`src/hdl/common_divisor_reduction_macros.svh`:
```
// Assertion macros for the common divisor reduction block.
// Included by the modules that check their own logic; depends on nothing.
`ifndef COMMON_DIVISOR_REDUCTION_MACROS_SVH
`define COMMON_DIVISOR_REDUCTION_MACROS_SVH

`ifndef SYNTH
`define CDR_ASSERT_HOLDS(lbl, clk, rst_n, ante, cons) \
	lbl: assert property (@(posedge clk) disable iff (!rst_n) (ante) |-> (cons)) \
		else $error("assertion failed");
`define CDR_ASSERT_NEXT(lbl, clk, rst_n, ante, cons) \
	lbl: assert property (@(posedge clk) disable iff (!rst_n) (ante) |=> (cons)) \
		else $error("assertion failed");
`else
`define CDR_ASSERT_HOLDS(lbl, clk, rst_n, ante, cons)
`define CDR_ASSERT_NEXT(lbl, clk, rst_n, ante, cons)
`endif

`endif

```
`src/hdl/cdr_pkg.sv`:
```
// Shared types, constants and the microcode program of the common divisor reduction block.
// Used by the sequencer, the datapath and the top level; depends on nothing.
`timescale 1ns / 1ps

package cdr_pkg;

	localparam int VALUE_WIDTH_DEF = 32;
	localparam int UPC_W = 5;

	typedef enum logic [3:0] {
		OP_NOP,
		OP_SHR_AB,
		OP_SHR_A,
		OP_SHR_B,
		OP_SUB,
		OP_SHL_A,
		OP_NEXT,
		OP_SETD,
		OP_SET_ONE,
		OP_DLOAD,
		OP_DSTEP,
		OP_DSTORE,
		OP_OUT
	} op_t;

	typedef enum logic [3:0] {
		CND_NONE,
		CND_ALWAYS,
		CND_IDLE,
		CND_A_ZERO,
		CND_B_ZERO,
		CND_EITHER_ODD,
		CND_A_ODD,
		CND_B_ODD,
		CND_B_NZ,
		CND_PASS,
		CND_DIV_MORE,
		CND_IDX_MORE
	} cnd_t;

	typedef logic [UPC_W-1:0] upc_t;

	typedef struct packed {
		op_t  op;
		cnd_t cnd;
		upc_t tgt;
	} uword_t;

	typedef struct packed {
		op_t  op;
		logic accept;
	} ctrl_t;

	typedef struct packed {
		logic a_zero;
		logic b_zero;
		logic a_odd;
		logic b_odd;
		logic pass;
		logic div_more;
		logic idx_more;
	} stat_t;

	localparam upc_t S_HALT     = 5'd0;
	localparam upc_t S_CHECK    = 5'd1;
	localparam upc_t S_GCD      = 5'd2;
	localparam upc_t S_TZ_TEST  = 5'd3;
	localparam upc_t S_TZ_SHIFT = 5'd4;
	localparam upc_t S_A_TEST   = 5'd5;
	localparam upc_t S_A_SHIFT  = 5'd6;
	localparam upc_t S_B_TEST   = 5'd7;
	localparam upc_t S_B_SHIFT  = 5'd8;
	localparam upc_t S_SUB      = 5'd9;
	localparam upc_t S_SUB_TEST = 5'd10;
	localparam upc_t S_GDONE    = 5'd11;
	localparam upc_t S_NEXT     = 5'd12;
	localparam upc_t S_SETD     = 5'd13;
	localparam upc_t S_ONE      = 5'd14;
	localparam upc_t S_DLOAD    = 5'd15;
	localparam upc_t S_DSTEP    = 5'd16;
	localparam upc_t S_DSTORE   = 5'd17;
	localparam upc_t S_OUT      = 5'd18;

	function automatic uword_t ucode(input upc_t pc);
		uword_t w;
		w = '{op: OP_NOP, cnd: CND_ALWAYS, tgt: S_HALT};
		case (pc)
			S_HALT:     w = '{op: OP_NOP,     cnd: CND_IDLE,       tgt: S_HALT};
			S_CHECK:    w = '{op: OP_NOP,     cnd: CND_A_ZERO,     tgt: S_ONE};
			S_GCD:      w = '{op: OP_NOP,     cnd: CND_B_ZERO,     tgt: S_GDONE};
			S_TZ_TEST:  w = '{op: OP_NOP,     cnd: CND_EITHER_ODD, tgt: S_A_TEST};
			S_TZ_SHIFT: w = '{op: OP_SHR_AB,  cnd: CND_ALWAYS,     tgt: S_TZ_TEST};
			S_A_TEST:   w = '{op: OP_NOP,     cnd: CND_A_ODD,      tgt: S_B_TEST};
			S_A_SHIFT:  w = '{op: OP_SHR_A,   cnd: CND_ALWAYS,     tgt: S_A_TEST};
			S_B_TEST:   w = '{op: OP_NOP,     cnd: CND_B_ODD,      tgt: S_SUB};
			S_B_SHIFT:  w = '{op: OP_SHR_B,   cnd: CND_ALWAYS,     tgt: S_B_TEST};
			S_SUB:      w = '{op: OP_SUB,     cnd: CND_NONE,       tgt: S_HALT};
			S_SUB_TEST: w = '{op: OP_NOP,     cnd: CND_B_NZ,       tgt: S_B_TEST};
			S_GDONE:    w = '{op: OP_SHL_A,   cnd: CND_PASS,       tgt: S_SETD};
			S_NEXT:     w = '{op: OP_NEXT,    cnd: CND_ALWAYS,     tgt: S_GCD};
			S_SETD:     w = '{op: OP_SETD,    cnd: CND_ALWAYS,     tgt: S_DLOAD};
			S_ONE:      w = '{op: OP_SET_ONE, cnd: CND_NONE,       tgt: S_HALT};
			S_DLOAD:    w = '{op: OP_DLOAD,   cnd: CND_NONE,       tgt: S_HALT};
			S_DSTEP:    w = '{op: OP_DSTEP,   cnd: CND_DIV_MORE,   tgt: S_DSTEP};
			S_DSTORE:   w = '{op: OP_DSTORE,  cnd: CND_IDX_MORE,   tgt: S_DLOAD};
			S_OUT:      w = '{op: OP_OUT,     cnd: CND_ALWAYS,     tgt: S_HALT};
			default:    w = '{op: OP_NOP,     cnd: CND_ALWAYS,     tgt: S_HALT};
		endcase
		return w;
	endfunction

endpackage

```
`src/hdl/cdr_useq.sv`:
```
// Microcode sequencer: step counter, program table lookup and conditional jumps.
// Depends on cdr_pkg for the control word, the program and the status struct.
`timescale 1ns / 1ps

module cdr_useq (
	input  logic           clk,
	input  logic           arst_n,
	input  logic           start,
	input  cdr_pkg::stat_t stat,
	output cdr_pkg::ctrl_t ctrl,
	output logic           busy
);

	cdr_pkg::upc_t   pc_q;
	cdr_pkg::uword_t uw;
	logic            jump;

	assign uw = cdr_pkg::ucode(pc_q);
	assign busy = (pc_q != cdr_pkg::S_HALT);
	assign ctrl.op = uw.op;
	assign ctrl.accept = start && (pc_q == cdr_pkg::S_HALT);

	always_comb begin
		case (uw.cnd)
			cdr_pkg::CND_NONE:       jump = 1'b0;
			cdr_pkg::CND_ALWAYS:     jump = 1'b1;
			cdr_pkg::CND_IDLE:       jump = !start;
			cdr_pkg::CND_A_ZERO:     jump = stat.a_zero;
			cdr_pkg::CND_B_ZERO:     jump = stat.b_zero;
			cdr_pkg::CND_EITHER_ODD: jump = stat.a_odd || stat.b_odd;
			cdr_pkg::CND_A_ODD:      jump = stat.a_odd;
			cdr_pkg::CND_B_ODD:      jump = stat.b_odd;
			cdr_pkg::CND_B_NZ:       jump = !stat.b_zero;
			cdr_pkg::CND_PASS:       jump = stat.pass;
			cdr_pkg::CND_DIV_MORE:   jump = stat.div_more;
			cdr_pkg::CND_IDX_MORE:   jump = stat.idx_more;
			default:                 jump = 1'b1;
		endcase
	end

	always_ff @(posedge clk or negedge arst_n) begin
		if (!arst_n) begin
			pc_q <= cdr_pkg::S_HALT;
		end else if (jump) begin
			pc_q <= uw.tgt;
		end else begin
			pc_q <= pc_q + cdr_pkg::upc_t'(1);
		end
	end

endmodule

```
`src/hdl/cdr_datapath.sv`:
```
// Datapath of the common divisor reduction: binary gcd registers and a bit-serial divider.
// Depends on cdr_pkg and on the assertion macros header.
`timescale 1ns / 1ps
`include "common_divisor_reduction_macros.svh"

module cdr_datapath #(
	parameter int VALUE_WIDTH = cdr_pkg::VALUE_WIDTH_DEF
) (
	input  logic                          clk,
	input  logic                          arst_n,
	input  cdr_pkg::ctrl_t                ctrl,
	output cdr_pkg::stat_t                stat,
	input  logic signed [VALUE_WIDTH-1:0] first_value,
	input  logic signed [VALUE_WIDTH-1:0] second_value,
	input  logic signed [VALUE_WIDTH-1:0] third_value,
	output logic signed [VALUE_WIDTH-1:0] reduced_first,
	output logic signed [VALUE_WIDTH-1:0] reduced_second,
	output logic signed [VALUE_WIDTH-1:0] reduced_third,
	output logic        [VALUE_WIDTH-2:0] common_divisor,
	output logic                          done
);

	localparam int W = VALUE_WIDTH;
	localparam int K_W = $clog2(W);
	localparam int CNT_W = $clog2(W + 1);

	logic [W-1:0]     in_v [3];
	logic [W-1:0]     in_mag [3];
	logic [W-1:0]     m_q [3];
	logic [2:0]       neg_q;
	logic [W-1:0]     res_q [3];
	logic [W-1:0]     a_q;
	logic [W-1:0]     b_q;
	logic [K_W-1:0]   k_q;
	logic [W-2:0]     d_q;
	logic [W-1:0]     rem_q;
	logic [W-1:0]     quo_q;
	logic [CNT_W-1:0] cnt_q;
	logic [1:0]       idx_q;
	logic             pass_q;
	logic             done_q;
	logic [W-1:0]     rem_sh;
	logic [W-1:0]     div_ext;
	logic             rem_ge;
	logic             a_gt_b;
	logic [W-1:0]     quo_signed;

	assign in_v[0] = $unsigned(first_value);
	assign in_v[1] = $unsigned(second_value);
	assign in_v[2] = $unsigned(third_value);

	always_comb begin
		for (int i = 0; i < 3; i++) begin
			in_mag[i] = in_v[i][W-1] ? (~in_v[i] + W'(1)) : in_v[i];
		end
	end

	assign rem_sh = {rem_q[W-2:0], quo_q[W-1]};
	assign div_ext = {1'b0, d_q};
	assign rem_ge = (rem_sh >= div_ext);
	assign a_gt_b = (a_q > b_q);
	assign quo_signed = neg_q[idx_q] ? (~quo_q + W'(1)) : quo_q;

	assign stat.a_zero = (a_q == '0);
	assign stat.b_zero = (b_q == '0);
	assign stat.a_odd = a_q[0];
	assign stat.b_odd = b_q[0];
	assign stat.pass = pass_q;
	assign stat.div_more = (cnt_q != CNT_W'(1));
	assign stat.idx_more = (idx_q != 2'd2);

	assign reduced_first = $signed(res_q[0]);
	assign reduced_second = $signed(res_q[1]);
	assign reduced_third = $signed(res_q[2]);
	assign common_divisor = d_q;
	assign done = done_q;

	always_ff @(posedge clk or negedge arst_n) begin
		if (!arst_n) begin
			pass_q <= 1'b0;
			done_q <= 1'b0;
			idx_q <= 2'd0;
			cnt_q <= '0;
		end else begin
			done_q <= (ctrl.op == cdr_pkg::OP_OUT);
			if (ctrl.accept) begin
				pass_q <= 1'b0;
				idx_q <= 2'd0;
			end
			case (ctrl.op)
				cdr_pkg::OP_NEXT:   pass_q <= 1'b1;
				cdr_pkg::OP_DLOAD:  cnt_q <= CNT_W'(W);
				cdr_pkg::OP_DSTEP:  cnt_q <= cnt_q - CNT_W'(1);
				cdr_pkg::OP_DSTORE: idx_q <= idx_q + 2'd1;
				default: ;
			endcase
		end
	end

	always_ff @(posedge clk) begin
		if (ctrl.accept) begin
			for (int i = 0; i < 3; i++) begin
				m_q[i] <= in_mag[i];
				neg_q[i] <= in_v[i][W-1];
			end
			a_q <= in_mag[0];
			b_q <= in_mag[1];
			k_q <= '0;
		end
		case (ctrl.op)
			cdr_pkg::OP_SHR_AB: begin
				a_q <= a_q >> 1;
				b_q <= b_q >> 1;
				k_q <= k_q + K_W'(1);
			end
			cdr_pkg::OP_SHR_A: a_q <= a_q >> 1;
			cdr_pkg::OP_SHR_B: b_q <= b_q >> 1;
			cdr_pkg::OP_SUB: begin
				if (a_gt_b) begin
					a_q <= b_q;
					b_q <= a_q - b_q;
				end else begin
					b_q <= b_q - a_q;
				end
			end
			cdr_pkg::OP_SHL_A: a_q <= a_q << k_q;
			cdr_pkg::OP_NEXT: begin
				b_q <= m_q[2];
				k_q <= '0;
			end
			cdr_pkg::OP_SETD: begin
				d_q <= a_q[W-1] ? {1'b1, {(W-2){1'b0}}} : a_q[W-2:0];
			end
			cdr_pkg::OP_SET_ONE: d_q <= (W-1)'(1);
			cdr_pkg::OP_DLOAD: begin
				rem_q <= '0;
				quo_q <= m_q[idx_q];
			end
			cdr_pkg::OP_DSTEP: begin
				rem_q <= rem_ge ? (rem_sh - div_ext) : rem_sh;
				quo_q <= {quo_q[W-2:0], rem_ge};
			end
			cdr_pkg::OP_DSTORE: res_q[idx_q] <= quo_signed;
			default: ;
		endcase
	end

	`CDR_ASSERT_HOLDS(a_sub_odd, clk, arst_n, ctrl.op == cdr_pkg::OP_SUB, a_q[0] && b_q[0])
	`CDR_ASSERT_HOLDS(a_done_divisor, clk, arst_n, done_q, d_q != '0)
	`CDR_ASSERT_NEXT(a_done_pulse, clk, arst_n, done_q, !done_q)
	`CDR_ASSERT_HOLDS(a_next_once, clk, arst_n, ctrl.op == cdr_pkg::OP_NEXT, !pass_q)

endmodule

```
`src/hdl/common_divisor_reduction.sv`:
```
// Top level of the common divisor reduction block: sequencer plus datapath.
// Depends on cdr_pkg, cdr_useq and cdr_datapath.
`timescale 1ns / 1ps

// A word is taken when start is high and busy is low; busy then stays high
// until the result is out. Each word gives exactly one result, shown for a
// single cycle with done high, and the receiver cannot stall it, so the
// result must be captured in that cycle; the result ports keep their values
// afterwards until the next word is reduced. The time from one accepted word
// to the earliest next one is set by the microcode loops of the binary gcd
// (one shift or one subtract per step, run twice, skipped when the first
// value is zero) and of the bit-serial divider that runs VALUE_WIDTH steps
// for each of the three values. The next word can be taken in the cycle in
// which done is high.

module common_divisor_reduction #(
	parameter int VALUE_WIDTH = cdr_pkg::VALUE_WIDTH_DEF
) (
	input  logic                          clk,
	input  logic                          arst_n,
	input  logic                          start,
	output logic                          busy,
	input  logic signed [VALUE_WIDTH-1:0] first_value,
	input  logic signed [VALUE_WIDTH-1:0] second_value,
	input  logic signed [VALUE_WIDTH-1:0] third_value,
	output logic                          done,
	output logic signed [VALUE_WIDTH-1:0] reduced_first,
	output logic signed [VALUE_WIDTH-1:0] reduced_second,
	output logic signed [VALUE_WIDTH-1:0] reduced_third,
	output logic        [VALUE_WIDTH-2:0] common_divisor
);

	cdr_pkg::ctrl_t ctrl;
	cdr_pkg::stat_t stat;

	cdr_useq u_useq (
		.clk    (clk),
		.arst_n (arst_n),
		.start  (start),
		.stat   (stat),
		.ctrl   (ctrl),
		.busy   (busy)
	);

	cdr_datapath #(
		.VALUE_WIDTH (VALUE_WIDTH)
	) u_datapath (
		.clk            (clk),
		.arst_n         (arst_n),
		.ctrl           (ctrl),
		.stat           (stat),
		.first_value    (first_value),
		.second_value   (second_value),
		.third_value    (third_value),
		.reduced_first  (reduced_first),
		.reduced_second (reduced_second),
		.reduced_third  (reduced_third),
		.common_divisor (common_divisor),
		.done           (done)
	);

endmodule

```
`config.mk`:
```
export PLATFORM = sky130hd
export DESIGN_NAME = common_divisor_reduction
export DESIGN_NICKNAME = d
export VERILOG_FILES = /design/src/hdl/cdr_pkg.sv /design/src/hdl/cdr_useq.sv /design/src/hdl/cdr_datapath.sv /design/src/hdl/common_divisor_reduction.sv
export VERILOG_INCLUDE_DIRS = /design/src /design/src/hdl
export SDC_FILE = /design/constraint.sdc
export NUM_CORES = 1
export LEC_CHECK = 0
export ABC_AREA = 1
export BUFFER_PORTS_ARGS = -buffer_cell sky130_fd_sc_hd__clkbuf_2
export CORE_MARGIN = 2
export CORE_UTILIZATION = 48
export CTS_CLUSTER_SIZE = 12
export DETAILED_ROUTE_END_ITERATION = 7
export PLACE_DENSITY = 0.71
export SYNTH_ARGS = -nofsm -noshare
export SYNTH_HDL_FRONTEND = slang
export SYNTH_HIERARCHICAL = 1
export SYNTH_SLANG_ARGS = --single-unit
```
`constraint.sdc`:
```
create_clock -name clk -period 9.95 [get_ports clk]
set_clock_uncertainty 0.1 [all_clocks]
set_input_delay 1.99 -clock clk [delete_from_list [all_inputs] [get_ports clk]]
set_output_delay 1.99 -clock clk [all_outputs]
set_load 0.03 [all_outputs]
```
; ---- Word-level counts from Yosys, hierarchy flattened
; Memory sizes are Yosys's and may differ from the RTL's.
; Index checks and enable logic that the tools add are counted.
[classes]
add_sub_neg = 11
n_lt_le_gt_ge = 3
n_eq_ne = 24
shifts = 1
n_mux = 30
bitwise_logic = 4
n_reduce_logical = 17
[op_table]
columns = cell, count
row1 = $mux W32, 8
row2 = $pmux W32 S3, 2
row3 = $add A32 B1 Y32 const B, 4
row4 = $not A32 Y32, 4
row5 = $pmux W31 S2, 2
row6 = $logic_not A32 Y1, 2
row7 = $pmux W32 S2, 1
row8 = $sub A32 B32 Y32, 2
row9 = $mux W31, 2
row10 = $eq A4 B4 Y1 const B, 9
row11 = $eq A4 B3 Y1 const B, 8
row12 = $ge A32 B31 Y1, 1
row13 = $gt A32 B32 Y1, 1
row14 = $shl A32 B5 Y32, 1
row15 = $sub A31 B31 Y31, 1
row16 = $eq A4 B2 Y1 const B, 4
row17 = $pmux W6 S2, 1
row18 = $pmux W1 S11, 1
row19 = $add A5 B1 Y5 const B, 2
row20 = $mux W5, 2
row21 = $pmux W5 S2, 1
row22 = $reduce_bool A2 Y1, 4
row23 = $mux W1, 7
row24 = $ne A6 B1 Y1 const B, 1
row25 = 16 further kinds, 19
[word_totals]
ff_bits = 181
ram_bits = 192
rom_bits = 416
input_bits = 99
elab_cells = 105
mem_count = 3
[memory_table]
columns = name, words, width, read_ports, rd_ports_with_merged_regs, write_ports, line_no
row1 = (name not given), 32, 13, 1, 0, 0, cdr_pkg.sv:87  ; case (pc)
row2 = u_datapath.m_q, 3, 32, 2, 0, 3, cdr_datapath.sv:29  ; logic [W-1:0] m_q [3];
row3 = u_datapath.res_q, 3, 32, 3, 0, 1, cdr_datapath.sv:31  ; logic [W-1:0] res_q [3];

; ---- Logic depth before layout (Yosys ltp)
[depth]
ltp_word = 6
depth_mapped = 20
depth_no_buf = 19

; ---- Modules after synthesis
; The synthesis kept the hierarchy.
[by_module_without_submodules]
columns = mod, n_inst, cells_per_inst, area_per_inst_um2, seq_area_each_um2
row1 = cdr_datapath, 1, 3605, 26422.8, 10680.2
row2 = cdr_useq, 1, 130, 934.6, 125.1

; ---- Worst setup path before layout
; OpenSTA, ideal clock, no wires.
[synth_timing]
path_type = input-to-reg
from = input port start
to = register u_datapath.b_q[0] (enable)
setup_time_ns = 0.389
arrival_ns = 7.814
path_slack_ns = 1.647
stages = 7
cell_sequence = inv_1 > nor2_1 > clkbuf_1 > inv_1 > clkbuf_1 > clkbuf_1 > nand2_1
[synth_rtl]
columns = item, line_no
row1 = from (decl), common_divisor_reduction.sv:21  ; input logic start,
row2 = to (signal assigned), cdr_datapath.sv:107  ; b_q <= in_mag[1];
row3 = to (signal assigned), cdr_datapath.sv:113  ; b_q <= b_q >> 1;
row4 = to (signal assigned), cdr_datapath.sv:117  ; cdr_pkg::OP_SHR_B: b_q <= b_q >> 1;
row5 = to (decl), cdr_datapath.sv:33  ; logic [W-1:0] b_q;

==> out/qor.yml <==
clockBufferDepth: 3
hold_path_depth: 2
drtIter0Drc: 3376
critPathLaunchType: "flip-flop"
grt_pass1_wl_um: 148000
worstMarginPinSlew_ns: 1.17
via_count: 26808
fin_crit_ns: 4.31
tritoncts: "done"
syn_avg_cell_area_um2: 7.32
finalCritPeriodShare_pct: 43.3
layout-drive-gt1-share_pct: 10.1
power.leakage_nw: 13.9
grt.total_usage_pct: 33.0
critPathMaxStageDelay_ns: 0.45
startpoint: "u_useq/pc_q[1]$_DFF_PN0_"
routed_wl_um: 100000
first_pass_iters: 7
max_cap_viol_count: 0
cts_root_buf: "clkbuf_16"
finalMaxSlewViolations: 0
grt-ovfl-total: 0
final_util_pct: 53.9
ys_ff_latch: 373
async_reset_ff_share_pct: 4.02
critical_path_required_ns: 10.09
status: "completed"
cpMaxStageDelayCell: "dfrtp_1"
start_util_pct: 48.5
fin_total_pwr_mw: 10.8
cp-end-kind: "flip-flop"
finalHoldViolations: 0
rsz0062_at_grt: "no"
antenna_found_initial: 6
holdPathEnd: "u_datapath/pass_q$_DFFE_PN0P_"
register_area_mm2: 0.0108
ys_types: 56
grt_max_degree: 87
path_delay_family: "buffers and inverters"
final_common_cell: "nand2_1"
max_clock_freq_mhz: 232
crit_arrival_ns: 4.45
syn-instance-count: 3735
die_w_um: 243
row_count: 87
hold_path_class: "flip-flop to flip-flop"
clkTransAtPathRegs_ns: 0.06
multiInputGateArea_mm2: 0.0141
cts_buffers: 43
place_congestion: 1.04
crit-reg2reg-launch: "u_useq/pc_q[1]$_DFF_PN0_"
cts_hold_buffers: 0
core_area_mm2: 0.0564
synth-edff-count: 326
worstRegToRegCells: 13
ant_nets: 0
yosysWarnings: 6
layout_common_cells: "1075 x nand2_1, 495 x inv_1, 326 x edfxtp_1"
chipHeight_um: 243
cp_max_fo: 37
cp_num_buf_inv: 6
postCtsResizedCells: 0
synthesis.nets: 3948
p_per_area_mw_per_mm2: 356
regToRegSetupSlack_ns: 5.64
avgRoutedWirePerCell_um: 21.4
cpMostUsedCell: "nand2_1"
io_buffers: 227
ios: 228
dp_hpwl_um: 79300
clock_sinks: 373
die_area_mm2: 0.0589
ys.flop_type: "edfxtp_1"
htree_num_levels: 2
routed_via_density: 5.71
cts_setup_buffers: 0
drc_errors: 0
fin_nets: 4115
clk_latency_ns: 0.59
synth_area_mm2: 0.0274
vdd_ir_drop_max_mv: 0.300
worstHoldStart: "u_datapath/pass_q$_DFFE_PN0P_"
syn_to_final_growth_pct: 11.1
setup_viol: 0
relSlewSlack_pct: 22.2
r2r-end: "u_datapath/b_q[17]$_DFFE_PP_"
yosysSeqAreaShare_pct: 39.5
crit_chain: "inv_1 -> ha_1 -> nand2_1 -> nand2_1 -> o221ai_1 -> inv_1 -> nor2_2 -> buf_4 -> inv_1 -> nand2_1 -> inv_2 -> nand2_1 -> buf_4"
setup_tns_ns: 0
path_class: "flip-flop to flip-flop"
grt_pass1_vias: 24229
num-fill-cells: 5625
==> cell families (layout without fill, tap and decap cells) <==
kind of cell    Yosys count  in the layout  share of synthesized area, %
mux                       3              3                         0.110
xor+xnor                146            146                          4.67
compound gates          521            521                          10.7
simple gates           1939           1939                          30.5
fa+ha+maj               114            114                          5.30
other cells               0              1                             0
buf+inv                 639            838                          9.23
flops                   373            373                          39.5
==> sequential cells by signal, indices dropped and copies added, names as in the netlist <==
register and count:
u_datapath/a_q 32, u_datapath/k_q 5, u_datapath/quo_q 32, u_datapath/res_q 96, u_datapath/common_divisor 31, u_datapath/rem_q 31, u_datapath/done 1, u_datapath/idx_q 2
u_useq/pc_q 5, u_datapath/pass_q 1, u_datapath/m_q 96, u_datapath/neg_q 3, u_datapath/b_q 32, u_datapath/cnt_q 6
==> power by group <==
part	switching, mW	total [mW]	internal [mW]
Clock	0.652	1.56	0.905
Sequential	0.468	2.69	2.23
Combinational	4.65	6.57	1.92
==> area by class of cell <==
type	count	area share, %
multi-input combinational	2723	46.3
sequential	373	35.5
inverter	516	6.41
timing repair buffer	245	4.18
clock buffer	57	3.71
tap	756	3.11
clock inverter	20	0.749
antenna	1	0.00823
==> Yosys cell counts (5+ instances only) <==
cell type  instances  area, um2
a21boi_0           7       52.6
a21o_1             5       37.5
a21oi_1          147        736
a221oi_1          14        123
a31oi_1           14       87.6
buf_1             12       45.0
buf_2             29        145
buf_4              7       52.6
buf_6              7       78.8
clkbuf_1          68        255
dfrtp_1           15        375
dfxtp_1           32        641
edfxtp_1         326       9790
ha_1             111       1390
inv_1            497       1870
inv_2             12       45.0
inv_4              5       31.3
nand2_1         1075       4040
nand2_2           17        106
nand2_4            7       78.8
nand3_1          320       1600
nand3b_1          16        120
nand4_1           68        425
nor2_1           330       1240
nor2_2             8       50.1
nor2_4            10        113
nor3_1            37        185
nor4_1            24        150
o211ai_1          46        345
o21ai_0          243       1220
o21ai_1           11       55.1
o21bai_1          12       90.1
o22ai_1            7       43.8
or2_2             13       81.3
xnor2_1           40        350
xor2_1           106        928
==> per-layer routing <==
layer  global-route usage, %  wire (um)  vias up
met4                    15.9       5320        8
met3                    6.56      10500      235
met5                       0         47        -
met2                    49.7      43200     1458
li1                        -          -    12600
met1                    45.5      41100    12507
==> worst max path at each step <==
stage / to / slack, ns / cells after the start
global placement: u_datapath/a_q[0]$_DFF_P_ / 5.49 / 12
detailed placement: u_datapath/a_q[0]$_DFF_P_ / 5.46 / 11
CTS: u_datapath/b_q[11]$_DFFE_PP_ / 5.79 / 13
finish: u_datapath/b_q[17]$_DFFE_PP_ / 5.64 / 13
global route: u_datapath/b_q[11]$_DFFE_PP_ / 5.38 / 13
floorplan: u_datapath/b_q[0]$_DFFE_PP_ / 1.65 / 7
==> metrics by stage <==
step                area [um2]  std cells  hold slack, ns  worst slack [ns]
finish                   30400       4691           0.395              5.64
global route             30400       4690           0.403              5.38
CTS                      30400       4690           0.397              5.79
detailed placement       29000       4613           0.378              5.46
global placement         29000       4613           0.374              5.49
floorplan                27400       3735           0.350              1.65
==> tightest hold or removal path: stages, from the launching register on <==
cell	delay (ns)
dfrtp_1	0.35
nand2_1	0.06
nand2_1	0.05
Power figures use the tool's default switching activity.
